## src/sv/cat_pkg.sv

```systemverilog
package cat_pkg;

  // Default sizes of the table.
  localparam int TABLE_DEPTH_DEF = 256;
  localparam int NAME_BYTES_DEF  = 16;

  // Name bytes carried by the input word and kept in a record.
  localparam int NAME_CARRIED = 14;
  localparam int NAME_W       = 8 * NAME_CARRIED;

  // Operation codes.
  localparam logic OP_ADD = 1'b0;
  localparam logic OP_DEL = 1'b1;

  // Result status codes.
  localparam logic [2:0] ST_OK    = 3'd0;
  localparam logic [2:0] ST_FULL  = 3'd1;
  localparam logic [2:0] ST_LONG  = 3'd2;
  localparam logic [2:0] ST_SHORT = 3'd3;
  localparam logic [2:0] ST_NOID  = 3'd4;

  // The built-in account that sits in entry 0 after reset.
  localparam logic [31:0]     SYSTEM_ID   = 32'hFFFF_FFFF;
  localparam logic [NAME_W-1:0] SYSTEM_NAME = NAME_W'(48'h6D6574737973);

  typedef struct packed {
    logic [31:0]       id;
    logic [31:0]       hash;
    logic [NAME_W-1:0] name;
    logic              sys;
  } record_t;

  localparam record_t SYSTEM_REC = '{
    id:   SYSTEM_ID,
    hash: 32'h0,
    name: SYSTEM_NAME,
    sys:  1'b1
  };

  // Per-cell controls driven by the sequencer.
  typedef struct packed {
    logic write;  // load the new record
    logic shift;  // take the record of the next cell up
    logic cmp;    // capture the id comparison
    logic live;   // the cell holds a live entry
  } cell_ctl_t;

  typedef enum logic [1:0] {
    S_IDLE,
    S_CMP,
    S_SHIFT,
    S_DONE
  } state_t;

endpackage

```

## src/sv/cat_cell.sv

```systemverilog
module cat_cell #(
  parameter bit HEAD = 1'b0
) (
  input  logic               clk,
  input  logic               rst,
  input  cat_pkg::cell_ctl_t ctl,
  input  logic [31:0]        uid,
  input  cat_pkg::record_t   new_rec,
  input  cat_pkg::record_t   nbr_rec,
  output cat_pkg::record_t   rec,
  output logic               match
);
  import cat_pkg::*;

  // One table entry. A write wins over a shift; the two never coincide.
  always_ff @(posedge clk) begin
    if (rst) begin
      rec   <= HEAD ? SYSTEM_REC : record_t'('0);
      match <= 1'b0;
    end else begin
      if (ctl.write) begin
        rec <= new_rec;
      end else if (ctl.shift) begin
        rec <= nbr_rec;
      end
      if (ctl.cmp) begin
        match <= ctl.live && (rec.id == uid);
      end
    end
  end

endmodule

```

## config.mk

```make
export PLATFORM = sky130hd
export DESIGN_NAME = cat_cell
export DESIGN_NICKNAME = d
export VERILOG_FILES = /design/src/sv/cat_pkg.sv /design/src/sv/cat_cell.sv
export SDC_FILE = /design/constraint.sdc
export NUM_CORES = 1
export LEC_CHECK = 0
export ABC_CLOCK_PERIOD_IN_PS = 1500
export BUFFER_PORTS_ARGS = -buffer_cell sky130_fd_sc_hd__buf_4
export CAP_MARGIN = 20
export CELL_PAD_IN_SITES_DETAIL_PLACEMENT = 2
export CELL_PAD_IN_SITES_GLOBAL_PLACEMENT = 2
export CORE_AREA = 8 8 217 219
export CTS_BUF_LIST = sky130_fd_sc_hd__clkbuf_2 sky130_fd_sc_hd__clkbuf_4 sky130_fd_sc_hd__clkbuf_8
export CTS_CLUSTER_DIAMETER = 60
export DETAILED_ROUTE_END_ITERATION = 8
export DIE_AREA = 0 0 225 227
export GPL_TIMING_DRIVEN = 0
export HOLD_SLACK_MARGIN = 0.05
export PLACE_DENSITY_LB_ADDON = 0.1
export SKIP_LAST_GASP = 1
export SYNTH_ARGS = -nofsm -noshare
export SYNTH_HDL_FRONTEND = slang
export SYNTH_SLANG_ARGS = --single-unit
```

## constraint.sdc

```tcl
create_clock -name clk -period 1.5 [get_ports clk]
set_input_delay 0.225 -clock clk [delete_from_list [all_inputs] [get_ports clk]]
set_output_delay 0.225 -clock clk [all_outputs]
set_load 0.01 [all_outputs]
```

# Yosys cells after proc, flatten, opt, wreduce, memory -nomap -nowiden
# Cells that the tools add are included.
dict set report totals {
  in_bits 392
  out_inout_bits 178
  regBits 178
}
dict set report op_classes {
  reduce_logical 2
  n_mux 2
  eq_ne 1
}
# op n
set op_table {}
lappend op_table {{two-way mux 177 bit} 2}
lappend op_table {{equality test 32 bit} 1}
lappend op_table {{nonzero test 2 bit} 1}
lappend op_table {{logical AND 1 bit} 1}

# Depth between registers and ports, before layout
dict set report logic_depth {
  depth_word 2
  depth_mapped 7
  depth_no_buf 5
}

# Least setup slack after synthesis
# No wires, ideal clock.
dict set report synth_path {
  path_kind {in2reg}
  start {input ctl[2] in the netlist's numbering}
  end {register rec[159] in the netlist's numbering}
  n_path_buf 3
  setup_ns 0.128
  required_ns 1.372
  path_slack_ns 0.335
  t_arrival_ns 1.037
  stages 7
  cell_sequence {buf_4 buf_6 buf_8 mux2i_1 nor2_1 a21oi_1 nor2_1}
}
dict set report synth_via {
  elab_chain_len 1
}
# item line_no
set synth_lines {}
lappend synth_lines {{from (decl)} cat_cell.sv:6} ;# input cat_pkg::cell_ctl_t ctl,
lappend synth_lines {{nonzero test 2 bit (no source line)} -}
lappend synth_lines {{to (signal assigned)} cat_cell.sv:18} ;# rec <= HEAD ? SYSTEM_REC : record_t'('0);
lappend synth_lines {{to (signal assigned)} cat_cell.sv:22} ;# rec <= new_rec;
lappend synth_lines {{to (signal assigned)} cat_cell.sv:24} ;# rec <= nbr_rec;
lappend synth_lines {{to (decl)} cat_cell.sv:10} ;# output cat_pkg::record_t rec,
# Every way passes these cells.
# A chain may end at the register's enable or synchronous reset.

# Worst setup path after layout
dict set report layout_path {
  start {register rec[145] in the netlist's numbering}
  end {register match}
}
dict set report layout_via {
  elab_chain_len 2
}
# item line_no
set layout_lines {}
lappend layout_lines {{equality test 32 bit} cat_cell.sv:27} ;# match <= ctl.live && (rec.id == uid);
lappend layout_lines {{logical AND 1 bit} cat_cell.sv:27}
lappend layout_lines {{to (signal assigned)} cat_cell.sv:27}
lappend layout_lines {{to (decl)} cat_cell.sv:11} ;# output logic match
# Every way passes these cells.

==> impl_metrics.ini <==
[run_status]
status = finished with violations
violations = setup timing

[sta]
worst_pin_slew_ns = 0.6525
finalCriticalPeriod_ns = 1.500
maxSlewViolCount = 0
rsz0062_at_grt = true
layout_setup_ws_ns = -0.0002021
setup_viol_count_final = 1
slew_headroom_pct = 56.50
setup-tns-final_ns = -0.0002021
fmax_mhz = 666.6
finalHoldViolCount = 0
finalCritPeriodShare_pct = 100.0
fin_skew_ns = 0.01044

[clock_tree]
cts_root_buf = clkbuf_8
cts_setup_buffers = 0
clk_latency_ns = 0.51
cts.path.max_buffers = 2
htreeDepth = 4
cts_tree = done
numCtsBuffers = 17
clkTransAtPathRegs_ns = 0.10
clkSinkCount = 178

[synthesis]
synth.net_count = 1404
synth_cell_types = 17
ys_top_cells_by_area = dfxtp_1 42%, mux2i_1 21%, nor2_1 16%
syn_area_um2 = 8387
yosysTopAreaCell = dfxtp_1
ys_ff_latch = 178
syn_avg_cell_area_um2 = 8.287
synth_top_area_share_pct = 42.49
yosysSeqAreaShare_pct = 42.49
ys.warnings.count = 0
syn_inst = 1012

[floorplan]
die_h_um = 227
fp.dieArea_um2 = 51080
rows = 77
coreArea_um2 = 43640
die_w_um = 225
start_util_pct = 19.22
ios = 570

[placement]
port_buffers = 566
routabilityCongestion = 0.8332
hpwlAfterDp_mm = 41.96
placed_area_um2 = 13380
preCtsSetupSlack_ns = -0.6455

[routing]
routed_via_density = 4.324
first_pass_iters = 4
routed_wl_mm = 57.82
drt-initial-drc-count = 302
dr_total_vias = 10900
route.detailed.drc = 0
final_antenna_net_count = 0
wl_per_cell_um = 22.94

[setup_path]
path_max_fanout = 3
r2r-start = rec[145]
cp-end-kind = flop
r2r-end = match
reg2regPathDepth = 5
startpoint_type = flop
r2r_setup_slack_ns = -0.0002
startpoint = rec[145]
required_ns = 1.95
cp.arrival_ns = 1.95
path_class = reg -> reg
crit_end = match

[finish]
final_area_um2 = 17000
area_delta_synth_final_pct = 102.6
final_util_pct = 38.94
mostFrequentLayoutCell = buf_4
final_cell_mix = 571 x buf_4, 355 x nor2_1, 308 x dlygate4sd3_1
num-nets-final = 2297
drive_above_1_share_pct = 35.07

[global_route]
grt_pass1_vias = 12850
grt_pass1_wl_mm = 83.37
grt_overflow_total = 0
grt_max_degree = 17
grtUsageTotal_pct = 21.73
antenna_found_initial = 14

[power_and_ir_drop]
powerDensity_nw_per_um2 = 739.1
leakage_uw = 0.008141
ir_worst_vdd_mv = 0.4206

[job]
drv_cap = 0

[hold_path]
hp-class = in -> reg
-- kinds of logic after synthesis --
family | share of synthesized area [%]
compound gates | 10.62
simple gates | 16.78
mux | 21.12
xor+xnor | 3.342
buf+inv | 5.639
flops | 42.49
-- timing repair --
item	4_1_cts	5_1_grt
endpoints found under the setup margin	25	14
pin swaps	8	7
resized for setup	18	24
hold endpoints to repair	178	0
hold buffers	309	0
-- registers in the layout (all words and copies together), names as in the netlist --
| signal | cells |
|---|---|
| match | 1 |
| rec | 177 |
-- worst max-delay path: stages, from the launching register on --
cell,delay [ns]
dfxtp_4,0.39
xnor2_4,0.17
nand4_1,0.16
nor4_4,0.35
nand4_1,0.20
o21ai_1,0.16
-- worst min path at each step --
stage                             from  endpoint  slack [ns]  cells past startpoint
after floorplan           new_rec[175]  rec[175]        0.36                      2
after global placement           match     match        0.45                      2
after detailed placement         match     match        0.46                      2
after CTS                  nbr_rec[90]   rec[90]        0.05                      5
after global routing      nbr_rec[175]  rec[175]        0.07                      5
final                     nbr_rec[136]  rec[136]        0.09                      5
-- cell usage after synthesis --
master      n
nor2_1    355
dfxtp_1   178
a21oi_1   177
mux2i_1   177
clkbuf_1   31
buf_2      24
xnor2_1    23
buf_6      11
xor2_1      9
nand4_1     6
buf_4       5
buf_1       4
buf_8       4
nor4_1      4
nand2_1     2
nand3_1     1
o21ai_0     1
-- power by group --
part / leakage (uW) / internal, uW / switching, uW / total, uW
sequential: 0.00148 / 5040 / 241 / 5280
combinational: 0.00646 / 2170 / 1690 / 3850
clock: 0.000199 / 1520 / 1910 / 3420
total: 0.00814 / 8720 / 3840 / 12600
-- layout make-up --
class                           count  area [um^2]
Fill cell                        4945        26650
Tap cell                          592        740.7
Antenna cell                       12        30.03
Clock buffer                       24        311.5
Multi-Input combinational cell    755         4454
Clock inverter                      6        55.05
Sequential cell                   178         3591
Timing Repair Buffer              874         7332
Buffer                             79        480.5
-- metal layers --
metal  GRT usage [%]  vias up  wire, um
li1                -     5168         -
met1           22.39     5260     21250
met2           40.78      374     30650
met3           6.492       90      3838
met4           8.715        4      2053
met5               0        -        26
-- metrics by stage --
step                cells  power (uW)  hold WS [ns]
global route         2519       13220       0.07302
CTS                  2509       12720       0.05024
finish               2520       12560       0.09327
detailed placement   2170        8422        0.4600
global placement     2170        8357        0.4484
floorplan            1012        6605        0.3636
(Power assumes the default switching activity.)
