$ cat config.mk
export PLATFORM = sky130hd
export DESIGN_NAME = cat_scan
export DESIGN_NICKNAME = d
export VERILOG_FILES = /design/src/sv/cat_pkg.sv /design/src/sv/cat_scan.sv
export SDC_FILE = /design/constraint.sdc
export NUM_CORES = 1
export LEC_CHECK = 0
export BUFFER_PORTS_ARGS = -buffer_cell sky130_fd_sc_hd__buf_2
export CAP_MARGIN = 0
export CORE_AREA = 2 2 298 300
export DETAILED_ROUTE_END_ITERATION = 12
export DIE_AREA = 0 0 300 302
export PLACE_DENSITY = 0.36
export RECOVER_POWER = 50
export SLEW_MARGIN = 0
export SYNTH_ARGS = -nofsm -noshare
export SYNTH_HDL_FRONTEND = slang
export SYNTH_SLANG_ARGS = --single-unit
$ cat constraint.sdc
create_clock -name vclk -period 10.3
set_input_delay 1.03 -clock vclk [all_inputs]
set_output_delay 1.03 -clock vclk [all_outputs]
set_load 0.1 [all_outputs]
$ cat src/sv/cat_pkg.sv
package cat_pkg;

  // Default sizes of the table.
  localparam int TABLE_DEPTH_DEF = 256;
  localparam int NAME_BYTES_DEF  = 16;

  // Name bytes carried by the input word and kept in a record.
  localparam int NAME_CARRIED = 14;
  localparam int NAME_W       = 8 * NAME_CARRIED;

  // Operation codes.
  localparam logic OP_ADD = 1'b0;
  localparam logic OP_DEL = 1'b1;

  // Result status codes.
  localparam logic [2:0] ST_OK    = 3'd0;
  localparam logic [2:0] ST_FULL  = 3'd1;
  localparam logic [2:0] ST_LONG  = 3'd2;
  localparam logic [2:0] ST_SHORT = 3'd3;
  localparam logic [2:0] ST_NOID  = 3'd4;

  // The built-in account that sits in entry 0 after reset.
  localparam logic [31:0]     SYSTEM_ID   = 32'hFFFF_FFFF;
  localparam logic [NAME_W-1:0] SYSTEM_NAME = NAME_W'(48'h6D6574737973);

  typedef struct packed {
    logic [31:0]       id;
    logic [31:0]       hash;
    logic [NAME_W-1:0] name;
    logic              sys;
  } record_t;

  localparam record_t SYSTEM_REC = '{
    id:   SYSTEM_ID,
    hash: 32'h0,
    name: SYSTEM_NAME,
    sys:  1'b1
  };

  // Per-cell controls driven by the sequencer.
  typedef struct packed {
    logic write;  // load the new record
    logic shift;  // take the record of the next cell up
    logic cmp;    // capture the id comparison
    logic live;   // the cell holds a live entry
  } cell_ctl_t;

  typedef enum logic [1:0] {
    S_IDLE,
    S_CMP,
    S_SHIFT,
    S_DONE
  } state_t;

endpackage

$ cat src/sv/cat_scan.sv
module cat_scan #(
  parameter int DEPTH = cat_pkg::TABLE_DEPTH_DEF
) (
  input  logic [DEPTH-1:0] match,
  output logic [DEPTH-1:0] upto,
  output logic [DEPTH-1:0] first,
  output logic             found
);
  localparam int LV = (DEPTH > 1) ? $clog2(DEPTH) : 1;

  // Parallel prefix OR: upto[i] is set when any cell at or below i matched.
  logic [DEPTH-1:0] lvl [LV+1];

  assign lvl[0] = match;

  for (genvar l = 0; l < LV; l++) begin : g_lvl
    always_comb begin
      lvl[l+1] = lvl[l] | (lvl[l] << (1 << l));
    end
  end

  assign upto  = lvl[LV];
  assign first = upto & ~(upto << 1);
  assign found = upto[DEPTH-1];

endmodule

### Word-level counts from Yosys, hierarchy flattened

Index checks and enable logic that the tools add are counted.

* word-level logic and storage cells: 10
* flip-flop bits (word level): 0
* bits of input ports: 256

* bitwise gates (word level): 10

Operators with widths (number)
* bitwise OR 256 bit: 8
* bitwise AND 256 bit: 1
* NOT 256 bit: 1

### Longest topological paths before layout

* depth in word-level cells: 10
* depth in mapped cells: 17
* mapped depth without buffers: 16

### Worst setup path after synthesis

No wires, ideal clock.

* path kind: in2out
* start point: in match[0]
* end point: out first[197]
* data required time: 9270 ps
* arrival time: 8086 ps
* setup slack: 1184 ps
* stages: 13
* cell sequence: nor3_2 and3_2 inv_2 nor2_4 inv_2 nor2_1 inv_1 or3_1 buf_2 nand4bb_1 nor2_1 nand4_1 nor2b_1

* word-level cells in the longest chain between the ends: 10

RTL lines
* start: declaration: RTL line cat_scan.sv:4 `input logic [DEPTH-1:0] match,`
* bitwise OR 256 bit (8 in series): RTL line cat_scan.sv:18 `lvl[l+1] = lvl[l] | (lvl[l] << (1 << l));`
* named net upto[196]: RTL line cat_scan.sv:5 `output logic [DEPTH-1:0] upto,`
* NOT 256 bit: RTL line cat_scan.sv:23 `assign first = upto & ~(upto << 1);`
* bitwise AND 256 bit: RTL line cat_scan.sv:23
* end: declaration: RTL line cat_scan.sv:6 `output logic [DEPTH-1:0] first,`

The timed path passes the listed nets, and every way through them passes these cells.

### Worst setup path in the final report

* start point: in match[0]
* end point: out first[193]

* word-level cells in the longest chain between the ends: 10

RTL lines (RTL line)
* bitwise OR 256 bit (*) (8 in series): cat_scan.sv:18
* NOT 256 bit: cat_scan.sv:23
* bitwise AND 256 bit (*): cat_scan.sv:23

Every way passes the cells marked *; elsewhere a longest branch is shown, timed or not.

==> key figures <==
Logic synthesis
  • Number of nets in the synthesized netlist: 1,370
  • Share of the synthesized netlist area taken by xor and xnor gates: 0
  • Post-synthesis share of cell area spent on full adders, half adders and majority gates: 0
  • Combinational family with the most area after synthesis: simple AND/OR/NAND/NOR gates
  • Cells after Synth: 1,114
  • Compound-cell area share of the yosys netlist: 0.05105
  • Post-synth top area share: 0.1072
  • Main area contributors after synthesis: sky130_fd_sc_hd__nor4_1 11%, sky130_fd_sc_hd__nor2_1 11%, sky130_fd_sc_hd__or3_1 7.1%
  • Proportion of synthesized chip area in sequential cells: 0
  • Number of distinct library cell variants in the gate-level netlist after synthesis: 45
  • Yosys top cell by area: sky130_fd_sc_hd__nor4_1
  • Mapped Avg Cell Area: 5.500 sq um
  • Post-synth top cells: 174 x sky130_fd_sc_hd__nor2_1, 115 x sky130_fd_sc_hd__nand2_1, 105 x sky130_fd_sc_hd__nor4_1
  • Synthesis warning total: 0
  • Synthesized-area fraction occupied by and/or/nand/nor cells: 0.8910
  • Most used standard cell by instance count after synthesis: sky130_fd_sc_hd__nor2_1
  • Netlist Area Pre-Place: 6127 sq um
  • Multiplexer fraction of the synthesized cell area: 0

Layout
  • Number of clock-tree buffers in the layout: 0
  • Share of cells above drive strength 1: 0.3237
  • Number of sequential cells: 0
  • Sequential cell area: 0 sq um
  • NumNets Final: 2,161
  • Area delta synth->final: 85.15%
  • Post-Layout Cell Count: 3,083

GRT
  • Vias in the first global route: 13,160
  • Overflow left after global routing: 0
  • Global Route Usage Sum: 0.2443
  • Global-route wire length before repair: 144.9 mm
  • Maximum number of pins on one net before global-route repair: 26
  • Initial antenna violation count: 57

Die
  • Die extent in y: 302 microns
  • Die footprint: 90,600 sq um
  • Standard-cell rows: 109
  • Starting density of the core: 0.06998
  • Area of the core: 87,560 sq um
  • Horizontal die dimension: 300 microns
  • Number of ports placed on the die boundary: 769

Pwr
  • Power share of the combinational group: 1.000
  • Total power after layout: 167.1 uW
  • Maximum VDD drop: 0.00001898 V
  • Switch Pwr: 114.9 uW
  • Sw Share: 0.6876
  • Cell leakage power: 4.131 nW
  • Register share of total power: 0
  • Power share of the clock group: 0
  • Pwr dens: 14.73 nW/um^2
  • Internal Pwr Total: 52.19 uW

STA
  • Setup tns final: 0 ns
  • RSZ-0062 raised after global routing: no
  • Slew Limit Fails: 3
  • Final count of negative-setup-slack endpoints: 0
  • Time the worst path needs with I/O delays and setup: 8.453 ns
  • Headroom to the max-slew limit: -0.006542
  • Final worst setup slack: 1.847 ns
  • Transition at the pin with the smallest max-transition slack: 1.516 ns
  • Final hold viol count: 0
  • Fin crit share: 0.8207
  • Max Clk Rate: 118.3 MHz

Clock tree
  • # hold bufs at CTS: 0
  • Cts repair resizes: 0
  • # Post-CTS Setup Buffers: 0

Worst setup path
  • Worst-path fanout max: 8
  • Crit path buffers/inverters: 8
  • Critical path's top delay family: simple AND/OR/NAND/NOR gates
  • Slowest cell on the critical path: sky130_fd_sc_hd__nor4_1
  • Cell chain of the critical path: buf_2 -> nor3_1 -> and3_1 -> inv_2 -> nor2_4 -> inv_2 -> nor2_1 -> inv_1 -> or3_1 -> nor3_1 -> inv_1 -> nor2_1 -> inv_2 -> nor4_1 -> inv_1 -> or4_4 -> nor2_1 -> buf_2
  • Worst endpoint data arrival time: 7.42 ns
  • Startpoint Class: input port
  • Crit path largest cell delay: 0.94 ns
  • Worst setup path class: in -> out
  • Crit path required time: 9.27 ns
  • Type of element capturing the critical path: output pin

Outcome
  • Run status: finished, violations left
  • Violations in the final reports: capacitance limit, slew limit

Flow run
  • Max-capacitance violation count: 3

Detailed routing
  • DR pass1 iterations: 5
  • Post-detailed-route via-to-cell ratio: 4.269
  • Via count: 13,160
  • Remaining antenna violation count after routing: 0
  • Routed wire length: 116.7 mm
  • Wirelength per Cell: 37.86 microns
  • Number of DRC violations after detailed-routing iteration 0: 908
  • DRC Markers: 0

Min path
  • Min-Delay Path Class: in -> out

Placement
  • Weighted congestion at the end of routability-driven global placement: 0.9200
  • Total instance count after detailed placement: 3,068
  • Total half-perimeter wirelength after legalization and detailed placement: 108.0 mm
  • Pre-CTS worst setup slack: 2.153 ns
  • I/O Buffers: 769
==> power by group through the flow <==
stage | Combinational (mW) | Clock, mW | Sequential [mW]
2_1_floorplan | 0.0442 | 0 | 0
3_3_place_gp | 0.167 | 0 | 0
3_5_place_dp | 0.166 | 0 | 0
4_1_cts | 0.167 | 0 | 0
5_1_grt | 0.176 | 0.0000000657 | 0
6_report | 0.167 | 0.000000171 | 0
==> cells by family after synthesis <==
| kind of cell | count (synthesis) |
|---|---|
| buffers and inverters | 91 |
| AOI/OAI and AO/OA | 57 |
| and+or+nand+nor | 966 |
==> layout by cell type, fill, tap and decap left out, types with 2 or more instances in the layout <==
master | netlist | layout
sky130_fd_sc_hd__or4_1 | 53 | 53
sky130_fd_sc_hd__or4b_2 | 4 | 4
sky130_fd_sc_hd__nand3b_1 | 11 | 11
sky130_fd_sc_hd__clkbuf_1 | 14 | 239
sky130_fd_sc_hd__a21oi_1 | 44 | 44
sky130_fd_sc_hd__and3_1 | 41 | 42
sky130_fd_sc_hd__diode_2 | 0 | 15
sky130_fd_sc_hd__a211oi_1 | 3 | 3
sky130_fd_sc_hd__nand2b_1 | 15 | 15
sky130_fd_sc_hd__nor4_2 | 4 | 5
sky130_fd_sc_hd__buf_4 | 3 | 36
sky130_fd_sc_hd__nor2_1 | 174 | 175
sky130_fd_sc_hd__or4_4 | 6 | 6
sky130_fd_sc_hd__nand4b_1 | 11 | 11
sky130_fd_sc_hd__nor4b_1 | 9 | 9
sky130_fd_sc_hd__nor2b_1 | 62 | 62
sky130_fd_sc_hd__nand4_1 | 41 | 41
sky130_fd_sc_hd__or3_1 | 70 | 70
sky130_fd_sc_hd__and2_0 | 0 | 3
sky130_fd_sc_hd__nor4_1 | 105 | 105
sky130_fd_sc_hd__or4b_1 | 3 | 3
sky130_fd_sc_hd__or2_2 | 18 | 18
sky130_fd_sc_hd__nand3_1 | 66 | 66
sky130_fd_sc_hd__nor3b_1 | 4 | 4
sky130_fd_sc_hd__a31oi_1 | 7 | 7
sky130_fd_sc_hd__nor3_2 | 3 | 3
sky130_fd_sc_hd__nand2_1 | 115 | 115
sky130_fd_sc_hd__and4_1 | 8 | 8
sky130_fd_sc_hd__nor3_1 | 85 | 86
sky130_fd_sc_hd__inv_2 | 8 | 5
sky130_fd_sc_hd__inv_1 | 63 | 66
sky130_fd_sc_hd__nor2_2 | 2 | 2
sky130_fd_sc_hd__buf_2 | 2 | 534
sky130_fd_sc_hd__and2_1 | 44 | 41
==> worst paths after layout <==
path / endpoint / slack (ns) / startpoint / depth (start not counted)
max: first[193] / 1.85 / match[0] / 18
min: first[66] / 2.54 / match[65] / 3
==> through the flow <==
step / util / instance area (sq um) / hold WS [ns]
after floorplan: - / 6127 / 2.272
after global placement: 0.1334 / 11680 / 2.507
after detailed placement: 0.1335 / 11690 / 2.502
after CTS: 0.1335 / 11690 / 2.503
after global routing: 0.1293 / 11320 / 2.555
final: 0.1296 / 11340 / 2.535
==> area by class of cell <==
type | count | area (sq um)
fillers | 10700 | 76210
multi-input cells | 1023 | 5743
well taps | 1165 | 1458
repair buffers | 809 | 3840
inverters | 71 | 266.5
diodes | 15 | 37.54
==> per-layer routing <==
metal | routed length, microns | track usage | part of all wire
met4 | 2653 | 0.04440 | 0.023
met5 | 237 | 0 | 0.0020
met1 | 39970 | 0.2440 | 0.34
met2 | 64650 | 0.4977 | 0.55
met3 | 9212 | 0.06809 | 0.079
Note: power is estimated with default switching activity, not from simulation.
